<file path="config.mk">
export PLATFORM = sky130hd
export DESIGN_NAME = ttw_front_flat
export DESIGN_NICKNAME = d
export VERILOG_FILES = /design/src/sv/ttw_pkg.sv /design/src/sv/ttw_if.sv /design/src/sv/ttw_front.sv /design/src/flat_wrapper.sv
export SDC_FILE = /design/constraint.sdc
export NUM_CORES = 1
export LEC_CHECK = 0
export BUFFER_PORTS_ARGS = -buffer_cell sky130_fd_sc_hd__clkbuf_2
export CORE_MARGIN = 4
export CORE_UTILIZATION = 59
export CTS_BUF_LIST = sky130_fd_sc_hd__clkbuf_4
export CTS_CLUSTER_SIZE = 12
export DETAILED_ROUTE_END_ITERATION = 8
export PLACE_DENSITY = 0.85
export SLEW_MARGIN = 20
export SYNTH_ARGS = -nofsm -noshare
export SYNTH_HDL_FRONTEND = slang
export SYNTH_SLANG_ARGS = --single-unit
</file>
<file path="constraint.sdc">
create_clock -name clock -period 4.7 [get_ports clock]
set_input_delay 0.235 -clock clock [delete_from_list [all_inputs] [get_ports clock]]
set_output_delay 0.235 -clock clock [all_outputs]
set_load 0.02 [all_outputs]
</file>
<file path="src/sv/ttw_pkg.sv">
`default_nettype none
// ----------------------------------------------------------------------------
// Text terminal writer package
// Shared character codes, reset values, item kinds and queue word types.
// ----------------------------------------------------------------------------
package ttw_pkg;

   localparam int DEF_COLUMNS      = 80;
   localparam int DEF_ROWS         = 25;
   localparam int DEF_ESCAPE_LIMIT = 15;

   localparam logic [7:0] CH_BELL     = 8'd7;
   localparam logic [7:0] CH_BS       = 8'd8;
   localparam logic [7:0] CH_NL       = 8'd10;
   localparam logic [7:0] CH_ESC      = 8'd27;
   localparam logic [7:0] CH_SPACE    = 8'h20;
   localparam logic [7:0] CH_ZERO     = 8'h30;
   localparam logic [7:0] CH_NINE     = 8'h39;
   localparam logic [7:0] CH_SEMI     = 8'h3B;
   localparam logic [7:0] CH_LBRACKET = 8'h5B;
   localparam logic [7:0] CH_H        = 8'h48;
   localparam logic [7:0] CH_J        = 8'h4A;
   localparam logic [7:0] CH_K        = 8'h4B;
   localparam logic [7:0] CH_FINAL_LO = 8'd64;
   localparam logic [7:0] CH_FINAL_HI = 8'd127;

   localparam logic [7:0]  ATTR_RESET = 8'd7;
   localparam logic [15:0] CELL_RESET = 16'h0720;
   localparam logic [9:0]  PARAM_MAX  = 10'd999;

   localparam int ALT_SEQ_LEN = 8;
   localparam logic [7:0] SEQ_ALT_ON [ALT_SEQ_LEN] =
      '{8'd27, 8'h5B, 8'h3F, 8'h31, 8'h30, 8'h34, 8'h39, 8'h68};
   localparam logic [7:0] SEQ_ALT_OFF [ALT_SEQ_LEN] =
      '{8'd27, 8'h5B, 8'h3F, 8'h31, 8'h30, 8'h34, 8'h39, 8'h6C};

   typedef enum logic [2:0] {
      KIND_READ,
      KIND_BELL,
      KIND_ESC_START,
      KIND_ESC_BYTE,
      KIND_ESC_FINAL,
      KIND_BS,
      KIND_NL,
      KIND_PRINT
   } kind_type;

   typedef struct packed {
      kind_type    kind;
      logic [7:0]  data_byte;
      logic [10:0] read_index;
      logic        read_screen;
   } item_type;

   typedef struct packed {
      logic     valid;
      item_type item;
   } head_type;

endpackage
`default_nettype wire

</file>
<file path="src/sv/ttw_if.sv">
`default_nettype none
// ----------------------------------------------------------------------------
// Text terminal writer channels
// Request, response and register write channels with valid/ready.
// ----------------------------------------------------------------------------
interface ttw_req_if;
   logic        valid;
   logic        ready;
   logic        cmd;
   logic [7:0]  data_byte;
   logic [10:0] read_index;
   logic        read_screen;
   modport source(output valid, cmd, data_byte, read_index, read_screen, input ready);
   modport sink(input valid, cmd, data_byte, read_index, read_screen, output ready);
endinterface

`default_nettype wire

</file>
<file path="src/sv/ttw_front.sv">
`default_nettype none
// ----------------------------------------------------------------------------
// Text terminal writer front
// Accept request words, classify them, and queue them for the back end.
// ----------------------------------------------------------------------------
module ttw_front import ttw_pkg::*; (
   input  logic     clock,
   input  logic     reset,
   ttw_req_if.sink  req_ch,
   input  logic     clear_busy,
   input  logic     pop,
   output head_type head
);
   logic        in_esc_ff, in_esc_in;
   item_type    q_ff [2];
   logic        wp_ff, rp_ff;
   logic [1:0]  cnt_ff, cnt_in;
   logic        push, do_pop;
   item_type    item;
   logic [7:0]  b;

   assign b            = req_ch.data_byte;
   assign req_ch.ready = (cnt_ff != 2'd2) && !clear_busy;
   assign push         = req_ch.valid && req_ch.ready;
   assign do_pop       = pop && (cnt_ff != 2'd0);

   always_comb begin
      item.data_byte   = b;
      item.read_index  = req_ch.read_index;
      item.read_screen = req_ch.read_screen;
      item.kind        = KIND_PRINT;
      in_esc_in        = in_esc_ff;
      if (req_ch.cmd) begin
         item.kind = KIND_READ;
      end else if (in_esc_ff) begin
         if (b >= CH_FINAL_LO && b <= CH_FINAL_HI && b != CH_LBRACKET) begin
            item.kind = KIND_ESC_FINAL;
            in_esc_in = 1'b0;
         end else begin
            item.kind = KIND_ESC_BYTE;
         end
      end else begin
         unique case (b)
            CH_BELL: item.kind = KIND_BELL;
            CH_ESC: begin
               item.kind = KIND_ESC_START;
               in_esc_in = 1'b1;
            end
            CH_BS:   item.kind = KIND_BS;
            CH_NL:   item.kind = KIND_NL;
            default: item.kind = KIND_PRINT;
         endcase
      end
      cnt_in = cnt_ff + {1'b0, push} - {1'b0, do_pop};
   end

   always_ff @(posedge clock) begin
      if (reset) begin
         in_esc_ff <= 1'b0;
         wp_ff     <= 1'b0;
         rp_ff     <= 1'b0;
         cnt_ff    <= 2'd0;
      end else begin
         cnt_ff <= cnt_in;
         if (push) begin
            in_esc_ff <= in_esc_in;
            wp_ff     <= !wp_ff;
         end
         if (do_pop) begin
            rp_ff <= !rp_ff;
         end
      end
   end

   always_ff @(posedge clock) begin
      if (push) begin
         q_ff[wp_ff] <= item;
      end
   end

   assign head.valid = (cnt_ff != 2'd0);
   assign head.item  = q_ff[rp_ff];
endmodule
`default_nettype wire

</file>
<file path="src/flat_wrapper.sv">
// flat-port wrapper written by rule: the top's interface ports become plain ports
module ttw_front_flat import ttw_pkg::*;
  (clock, reset, clear_busy, pop, head, req_ch_valid, req_ch_cmd, req_ch_data_byte, req_ch_read_index, req_ch_read_screen, req_ch_ready);
  ttw_req_if req_ch_i ();
  input  logic clock;
  input  logic reset;
  input  logic clear_busy;
  input  logic pop;
  output head_type head;
  input wire logic [$bits(req_ch_i.valid)-1:0] req_ch_valid;
  input wire logic [$bits(req_ch_i.cmd)-1:0] req_ch_cmd;
  input wire logic [$bits(req_ch_i.data_byte)-1:0] req_ch_data_byte;
  input wire logic [$bits(req_ch_i.read_index)-1:0] req_ch_read_index;
  input wire logic [$bits(req_ch_i.read_screen)-1:0] req_ch_read_screen;
  output wire logic [$bits(req_ch_i.ready)-1:0] req_ch_ready;
  assign req_ch_i.valid = req_ch_valid;
  assign req_ch_i.cmd = req_ch_cmd;
  assign req_ch_i.data_byte = req_ch_data_byte;
  assign req_ch_i.read_index = req_ch_read_index;
  assign req_ch_i.read_screen = req_ch_read_screen;
  assign req_ch_ready = req_ch_i.ready;
  ttw_front u_core (.clock(clock), .reset(reset), .req_ch(req_ch_i), .clear_busy(clear_busy), .pop(pop), .head(head));
endmodule
</file>
==> flow_summary.json, run 1 <==
{
  "status": "complete, no violations",
  "cp-end-kind": "output pin",
  "fillers": 237,
  "num_vias": 1196,
  "period_needed_ns": 2.17,
  "hold_viol": 0,
  "grt_pass1_wl_mm": 5.47,
  "initial_utilization": 0.618,
  "min_period_over_period": 0.461,
  "clock_sinks": 52,
  "grtUsageTotal": 0.170,
  "antennaDiodeCount": 0,
  "max_freq_mhz": 462,
  "synthesis.nets": 153,
  "seq_area_frac_synth": 0.717,
  "hold_class": "in -> reg",
  "synth.top_cell.area_share": 0.659,
  "wl_per_cell_um": 15.5,
  "drt_wl_total_mm": 3.49,
  "grt-ovfl-total": 0,
  "cts_max_path_buffers": 2,
  "ant_nets": 0,
  "first_pass_iters": 4,
  "coreArea_um2": 3390,
  "r2r_slack_ns": 2.81,
  "grt_pass1_vias": 1270,
  "slew_violations": 0,
  "setup_viol": 0,
  "synth_warnings": 0,
  "numCtsBuffers": 5,
  "ys.flop_type": "edfxtp_1",
  "post-cts-setup-buffers": 0,
  "syn_area_per_cell_um2": 16.8,
  "grt_max_degree": 24,
  "drv_cap": 0,
  "clk_latency_ns": 0.36,
  "ir_worst_vdd_uv": 288,
  "die_h_um": 67.6,
  "io_pins": 51,
  "synth.cells.most_frequent": "46 x edfxtp_1, 23 x mux2_2, 8 x nor2_1",
  "maxSlewHeadroom": 0.359,
  "postCtsHoldBufs": 0,
  "ctsResizeCount": 0,
  "power_density_nw_per_um2": 431,
  "synth_cell_types": 30,
  "io_buffers": 50,
  "critPathMaxFanout": 23,
  "root_buffer": "clkbuf_4",
  "critPathKind": "reg -> out",
  "rows": 21,
  "synthToLayoutAreaGrowth_pct": 16.9,
  "stdcell_area_um2": 2450,
  "avgViaCountPerCell": 5.32,
  "htree_levels": 2,
  "finalSetupTns_ns": 0,
  "cts_tree": "done",
  "dieArea_um2": 4570,
  "synthArstFlopShare": 0,
  "crit_required_ns": 4.47,
  "nets": 206,
  "syn_area_um2": 2090,
  "cp-start-kind": "flip-flop",
  "netlist_instances": 125,
  "whs_ns": 0.0561,
  "drive_gt1_frac": 0.492,
  "synth_top_cell_by_area": "edfxtp_1",
  "dpl.hpwl_mm": 2.50,
  "clkTransAtPathRegs_ns": 0.14,
  "synth.most_common_cell": "edfxtp_1",
  "clock_skew_ns": 0.00362,
  "drc": 0,
  "antenna_found_initial": 0,
  "tightest_slew_ns": 0.961,
  "dpl.cell_count": 217,
  "cp_data_arrival_time_ns": 1.93,
  "finish.utilization": 0.722,
  "rsz0062_at_grt": "false",
  "drtIter0Drc": 79,
  "synth_edf_count": 46,
  "globalplace.congestion": 0.763,
  "cellLeakagePower_nw": 0.920,
  "die_x_um": 67.6,
  "synth_area_leaders": "edfxtp_1 66%, mux2_2 12%, dfxtp_1 5.7%",
  "finalNonFillerCells": 225,
  "synth_seq_cells": 52,
  "dpl_cell_area_um2": 2390
}
-- cells by family (layout without fill, tap and decap cells) --
logic type / Yosys count / after routing / share of synthesized area
XOR/XNOR: 4 / 4 / 0.0167
adder cells (fa/ha/maj): 2 / 2 / 0.0119
buffers and inverters: 8 / 62 / 0.0161
flip-flops: 52 / 52 / 0.717
AO/OA/AOI/OAI: 8 / 8 / 0.0347
multiplexers: 23 / 23 / 0.124
AND/OR/NAND/NOR: 28 / 28 / 0.0800
-- path summary, 6_finish.rpt --
kind | startpoint | to | cells after the start
setup / recovery | flip-flop | head[21] | 2
hold / removal | req_ch_read_index[2] | u_core.q_ff[0][3] | 1
setup reg to reg | u_core.cnt_ff[1] | u_core.q_ff[0][2] | 3
hold reg to reg | u_core.rp_ff | u_core.rp_ff | 2
-- area by class of cell --
type	instances	area, um2	share of cell area
flip-flops and latches	52	1500	0.613
multi-input cells	65	568	0.232
repair buffers	50	250	0.102
well taps	46	57.6	0.0235
clock buffers	5	37.5	0.0153
clock inverters	3	18.8	0.00766
inverters	4	15.0	0.00613
-- metal layers --
metal  GRT usage  part of all wire  up-vias  routed length, um
met5           0                 0        -                  0
li1            -                 -      584                  -
met2       0.320              0.59       25               2060
met4      0.0835             0.017        0                 58
met3      0.0399             0.038        5                132
met1       0.174              0.36      582               1240
-- report_power, final --
group          internal (mW)  leakage [nW]  total (mW)  switching [mW]
Combinational          0.128         0.415       0.284           0.156
Clock                 0.0577        0.0349       0.188           0.130
Sequential             0.546         0.471       0.582          0.0368
Total                  0.731         0.920        1.05           0.323
-- state kept, by name, summed over array words and instances, names as in the netlist, named ones only --
name and flops:
u_core.cnt_ff 2, u_core.in_esc_ff 1, u_core.rp_ff 1, u_core.q_ff 46
u_core.wp_ff 1
-- stage by stage --
step,worst slack (ns),power [mW]
after CTS,2.44,1.07
after detailed placement,2.46,0.879
after floorplan,2.43,0.787
final,2.53,1.05
after global routing,2.39,1.11
after global placement,2.54,0.867
-- layout by cell type, fill, tap and decap left out, types with 3 or more instances in the layout --
cell type  instances
clkbuf_2          50
clkbuf_4           5
nor2b_1            3
mux2_2            23
inv_1              4
edfxtp_1          46
xnor2_1            3
nor2_1             8
dfxtp_1            6
nand3_1            3
-- critical path, cell delays in order, from the launching register on --
cell	delay [ns]
dfxtp_1	0.98
mux2_2	0.43
clkbuf_2	0.16
Note: power is estimated with default switching activity, not from simulation.
==> run 2: changes to the inputs <==
Settings changed: CORE_UTILIZATION 59 to 49, PLACE_DENSITY 0.85 to 0.75.
Clock period 4.7 ns to 1.7 ns, I/O delays scaled along.
==> run 2 against run 1 <==
  * Design area up 14%
  * Sequential share of layout area down 7.3 points
  * Sequential cell count unchanged
  * Cell count up 15%
  * Critical path depth up 6
  * Clock skew up 0.0014 ns
  * Utilization down 3.6 points
  * First-iteration DRC count up 25%
  * Total power rose to 2.9 times the previous value
  * Largest cell class unchanged
==> flow_summary.json, run 2 (synthesis gave the netlist of run 1 again) <==
{
  "min_period_over_period": 0.991,
  "numCtsBuffers": 5,
  "tightest_slew_ns": 0.378,
  "grtUsageTotal": 0.165,
  "clk_latency_ns": 0.36,
  "dpl.cell_count": 227,
  "worstReg2RegStart": "u_core.cnt_ff[1]",
  "die_h_um": 73.4,
  "finalSetupTns_ns": 0,
  "ant_nets": 0,
  "layout_common_cells": "50 x clkbuf_2, 46 x edfxtp_1, 23 x mux2_2",
  "drt_wl_total_mm": 4.16,
  "regMostFlops": "u_core.q_ff",
  "coreArea_um2": 4060,
  "num_vias": 1348,
  "critPathKind": "reg -> reg",
  "slew_violations": 0,
  "wl_met2_mm": 2.14,
  "rsz0062_at_grt": "true",
  "setup_viol": 0,
  "grt_pass1_wl_mm": 6.71,
  "period_needed_ns": 1.68,
  "synthToLayoutAreaGrowth_pct": 32.9,
  "dpl_cell_area_um2": 2470,
  "setup_slack_ns": 0.0160,
  "io_buffers": 50,
  "globalplace.congestion": 0.880,
  "top_layer": "met4",
  "cp_data_arrival_time_ns": 1.95,
  "cts_max_path_buffers": 2,
  "top_regs": "u_core.q_ff x46, u_core.cnt_ff x2",
  "grt_pass1_vias": 1399,
  "clock_skew_ns": 0.00497,
  "initial_utilization": 0.516,
  "avgViaCountPerCell": 5.20,
  "hold_viol": 0,
  "final_common_cell": "clkbuf_2",
  "cellLeakagePower_nw": 1.06,
  "cp-start-kind": "flip-flop",
  "antennaDiodeCount": 0,
  "setup.worst_path.start": "u_core.cnt_ff[1]",
  "hold_class": "in -> reg",
  "status": "complete, no violations",
  "nets": 236,
  "drive_gt1_frac": 0.493,
  "dieArea_um2": 5380,
  "clkTransAtPathRegs_ns": 0.14,
  "root_buffer": "clkbuf_4",
  "pre_cts_ws_ns": -0.0866,
  "maxSlewHeadroom": 0.746,
  "wl_met3_um": 275,
  "power_density_nw_per_um2": 1110,
  "cp-end-kind": "flip-flop",
  "grt-ovfl-total": 0,
  "wl_met1_mm": 1.69,
  "drc": 0,
  "rows": 23,
  "crit_required_ns": 1.96,
  "grt_max_degree": 24,
  "min_from": "req_ch_cmd",
  "io_pins": 51,
  "max_freq_mhz": 594,
  "critPathMaxFanout": 2,
  "first_pass_iters": 4,
  "ir_worst_vdd_uv": 647,
  "clock_sinks": 52,
  "stdcell_area_um2": 2780,
  "die_x_um": 73.4,
  "largest_register_ffs": 46,
  "wl_per_cell_um": 16.0,
  "finalNonFillerCells": 259,
  "drtIter0Drc": 99,
  "antenna_found_initial": 0,
  "drv_cap": 0,
  "htree_levels": 2,
  "cts_tree": "done"
}
-- run 2: cell count changes in the layout (fill, tap and decap cells not counted), sizes merged --
cell and delta:
buf +10, clkinvlp +1, clkbuf +1, clkinv -2
dlygate4sd3 +20
-- run 2: what timing repair did --
action,4_1_cts,5_1_grt
endpoints found under the setup margin,1,38
hold endpoints to repair,42,0
setup buffers,0,4
gates resized for setup,7,1
pin swaps,3,4
hold buffers,20,0
-- run 2: routing by layer --
metal,vias up,GRT usage
met2,53,0.290
met3,5,0.0410
met5,-,0
met1,645,0.201
li1,645,-
met4,0,0.0483
-- run 2: worst paths after layout --
path              cells past startpoint                 end  slack [ns]
setup / recovery                      8    u_core.cnt_ff[1]        0.02
hold / removal                        2  u_core.q_ff[0][20]        0.06
setup reg to reg                      8    u_core.cnt_ff[1]        0.02
hold reg to reg                       2        u_core.rp_ff        0.54
-- run 2: worst max-delay path: stages, from the launching register on --
cell and delay, ns:
dfxtp_2 0.35, or2_4 0.24, and2_4 0.16, ha_4 0.25, inv_1 0.03, ha_2 0.17
xor2_1 0.16, xnor2_1 0.16, nor2_1 0.07
-- run 2: where the power goes --
part / leakage [nW] / switching, mW / internal [mW]
clock network: 0.0293 / 0.361 / 0.174
logic: 0.558 / 0.538 / 0.463
registers: 0.471 / 0.0383 / 1.51
-- run 2: area by class of cell --
class / instances / area (um2)
fill: 289 / 1270
clock buffer: 6 / 45.0
inverter: 4 / 15.0
sequential: 52 / 1500
clock inverter: 2 / 11.3
timing repair buffer: 80 / 551
multi-input combinational: 65 / 596
tap: 50 / 62.6
-- run 2: metrics by stage --
stage / power, mW / util / hold WS, ns
after CTS: 3.10 / 0.677 / 0.0393
after floorplan: 2.18 / - / 0.184
final: 3.09 / 0.686 / 0.0563
after global placement: 2.46 / 0.608 / 0.278
after global routing: 3.24 / 0.686 / 0.0444
after detailed placement: 2.50 / 0.608 / 0.278
==> run 3: changes to the inputs <==
Settings changed: RECOVER_POWER set to 100.
==> run 3 against run 2 <==
  * Cell count stayed put
  * Non-clock buffer count stayed put
  * Via count is 1.6% higher
  * Sequential power hardly changed
  * Hold slack better by 0.0026 ns
  * Critical path depth stayed put
  * Register-to-register slack hardly changed
  * Combinational power hardly changed
  * Sequential share of layout area is 0.44 points higher
  * Clock-buffer cell count stayed put
  * First-iteration DRC count is 24% lower
  * Sequential cell count stayed put
  * Critical endpoint unchanged
  * Highest routed layer unchanged
==> flow_summary.json, run 3 (synthesis gave the netlist of run 1 again) <==
{
  "status": "complete, no violations",
  "p_int_mw": 2.14,
  "p_sw_uw": 937,
  "clock_sinks": 52,
  "regMostFlops": "u_core.q_ff",
  "ant_nets": 0,
  "drive_gt1_frac": 0.407,
  "clkTransAtPathRegs_ns": 0.14,
  "cp-end-kind": "flip-flop",
  "cts_tree": "done",
  "max_stage_delay_ns": 0.35,
  "rsz0062_at_grt": "true",
  "numCtsBuffers": 5,
  "root_buffer": "clkbuf_4",
  "ir_worst_vdd_uv": 648,
  "io_pins": 51,
  "tightest_slew_ns": 0.512,
  "coreArea_um2": 4060,
  "grtUsageMet1": 0.201,
  "crit_buf_inv": 1,
  "initial_utilization": 0.516,
  "finish.utilization": 0.681,
  "first_pass_iters": 4,
  "worst-r2r-cell-count": 8,
  "period_needed_ns": 1.68,
  "clk_latency_ns": 0.36,
  "crit_chain": "or2_4 -> and2_4 -> ha_4 -> inv_1 -> ha_2 -> xor2_1 -> xnor2_1 -> nor2_1",
  "largest_register_ffs": 46,
  "setup_viol": 0,
  "clock_skew_ns": 0.00543,
  "grtUsageTotal": 0.165,
  "grt_pass1_wl_mm": 6.71,
  "hold_class": "in -> reg",
  "slew_violations": 0,
  "top_regs": "u_core.q_ff x46, u_core.cnt_ff x2",
  "setup.worst_path.start": "u_core.cnt_ff[1]",
  "drtIter0Drc": 75,
  "hold_end": "u_core.q_ff[0][20]",
  "use_met2": 0.290,
  "min_from": "req_ch_cmd",
  "worstReg2RegStart": "u_core.cnt_ff[1]",
  "cellLeakagePower_nw": 1.01,
  "drt_wl_total_mm": 4.13,
  "critPathMaxFanout": 2,
  "power_mw": 3.08,
  "top_usage_layer": "met2",
  "pwr-share-comb": 0.322,
  "htree_levels": 2,
  "grt-ovfl-total": 0,
  "grt.met3_usage": 0.0410,
  "max_freq_mhz": 594,
  "critPathKind": "reg -> reg",
  "crit_required_ns": 1.96,
  "num_vias": 1370,
  "rows": 23,
  "antennaDiodeCount": 0,
  "p_clk_frac": 0.174,
  "avgViaCountPerCell": 5.29,
  "power_density_nw_per_um2": 1110,
  "io_buffers": 50,
  "layout_common_cells": "46 x edfxtp_1, 32 x clkbuf_2, 23 x mux2_2",
  "die_h_um": 73.4,
  "whs_path_depth": 2,
  "final_common_cell": "edfxtp_1",
  "regToRegEndpoint": "u_core.cnt_ff[1]",
  "dieArea_um2": 5380,
  "slowest_stage": "dfxtp_2",
  "r2r_slack_ns": 0.02,
  "p_sw_frac": 0.304,
  "seqPwrFrac": 0.503,
  "maxSlewHeadroom": 0.659,
  "nets": 236,
  "globalplace.congestion": 0.880,
  "crit_family": "simple AND/OR/NAND/NOR gates",
  "wl_per_cell_um": 15.9,
  "drv_cap": 0,
  "antenna_found_initial": 0,
  "synthToLayoutAreaGrowth_pct": 31.8,
  "die_x_um": 73.4,
  "drc": 0,
  "grt_pass1_vias": 1399,
  "grt_max_degree": 24,
  "cts_max_path_buffers": 2,
  "cp_data_arrival_time_ns": 1.95,
  "cp-start-kind": "flip-flop",
  "min_period_over_period": 0.990,
  "hold_viol": 0
}
-- run 3: worst max-delay path by stage --
stage | cells past startpoint | slack, ns | end
2_1_floorplan | 8 | -0.09 | u_core.cnt_ff[1]
3_3_place_gp | 8 | 0.01 | u_core.cnt_ff[1]
3_5_place_dp | 8 | -0.09 | u_core.cnt_ff[1]
4_1_cts | 8 | 0.01 | u_core.cnt_ff[1]
5_1_grt | 7 | -0.06 | u_core.cnt_ff[1]
6_report | 8 | 0.02 | u_core.cnt_ff[1]
-- run 3: per-layer routing --
| metal | wire length [um] | vias up |
|---|---|---|
| met5 | 0 | - |
| met4 | 71 | 0 |
| met3 | 326 | 9 |
| met2 | 2160 | 61 |
| met1 | 1570 | 653 |
| li1 | - | 647 |
-- run 3: repair_timing --
item | 4_1_cts | 5_1_grt
gates resized for setup | 7 | 1
pin swaps | 3 | 4
setup endpoints to repair | 1 | 38
endpoints found under the hold margin | 42 | 0
setup buffers | 0 | 4
hold buffers | 20 | 0
-- run 3: per-stage QoR --
stage | TNS (ns) | std cells | worst slack (ns) | hold WS (ns) | instance area [um2]
CTS | 0 | 255 | 0.0127 | 0.0393 | 2750
finish | 0 | 259 | 0.0167 | 0.0588 | 2760
detailed placement | -0.0866 | 227 | -0.0866 | 0.278 | 2470
floorplan | -0.0908 | 125 | -0.0908 | 0.184 | 2100
global route | -0.266 | 259 | -0.0606 | 0.0444 | 2760
global placement | 0 | 227 | 0.00960 | 0.278 | 2470
-- run 3: final cells by class --
class / instances / area (um2)
repair buffers: 80 / 528
flip-flops and latches: 52 / 1500
inverters: 4 / 15.0
multi-input cells: 65 / 596
well taps: 50 / 62.6
clock inverters: 2 / 11.3
fillers: 300 / 1300
clock buffers: 6 / 45.0
-- run 3: worst reg2reg max path, cell delays in order (launching register included) --
cell	delay, ns
dfxtp_2	0.35
or2_4	0.25
and2_4	0.16
ha_4	0.25
inv_1	0.04
ha_2	0.17
xor2_1	0.16
xnor2_1	0.16
nor2_1	0.07
-- run 3: power by group through the flow --
stage | Clock (mW) | Sequential (mW) | Combinational, mW
global route | 0.602 | 1.56 | 1.07
floorplan | 0 | 1.57 | 0.609
finish | 0.537 | 1.55 | 0.993
detailed placement | 0 | 1.57 | 0.927
global placement | 0 | 1.56 | 0.892
CTS | 0.551 | 1.55 | 1.00
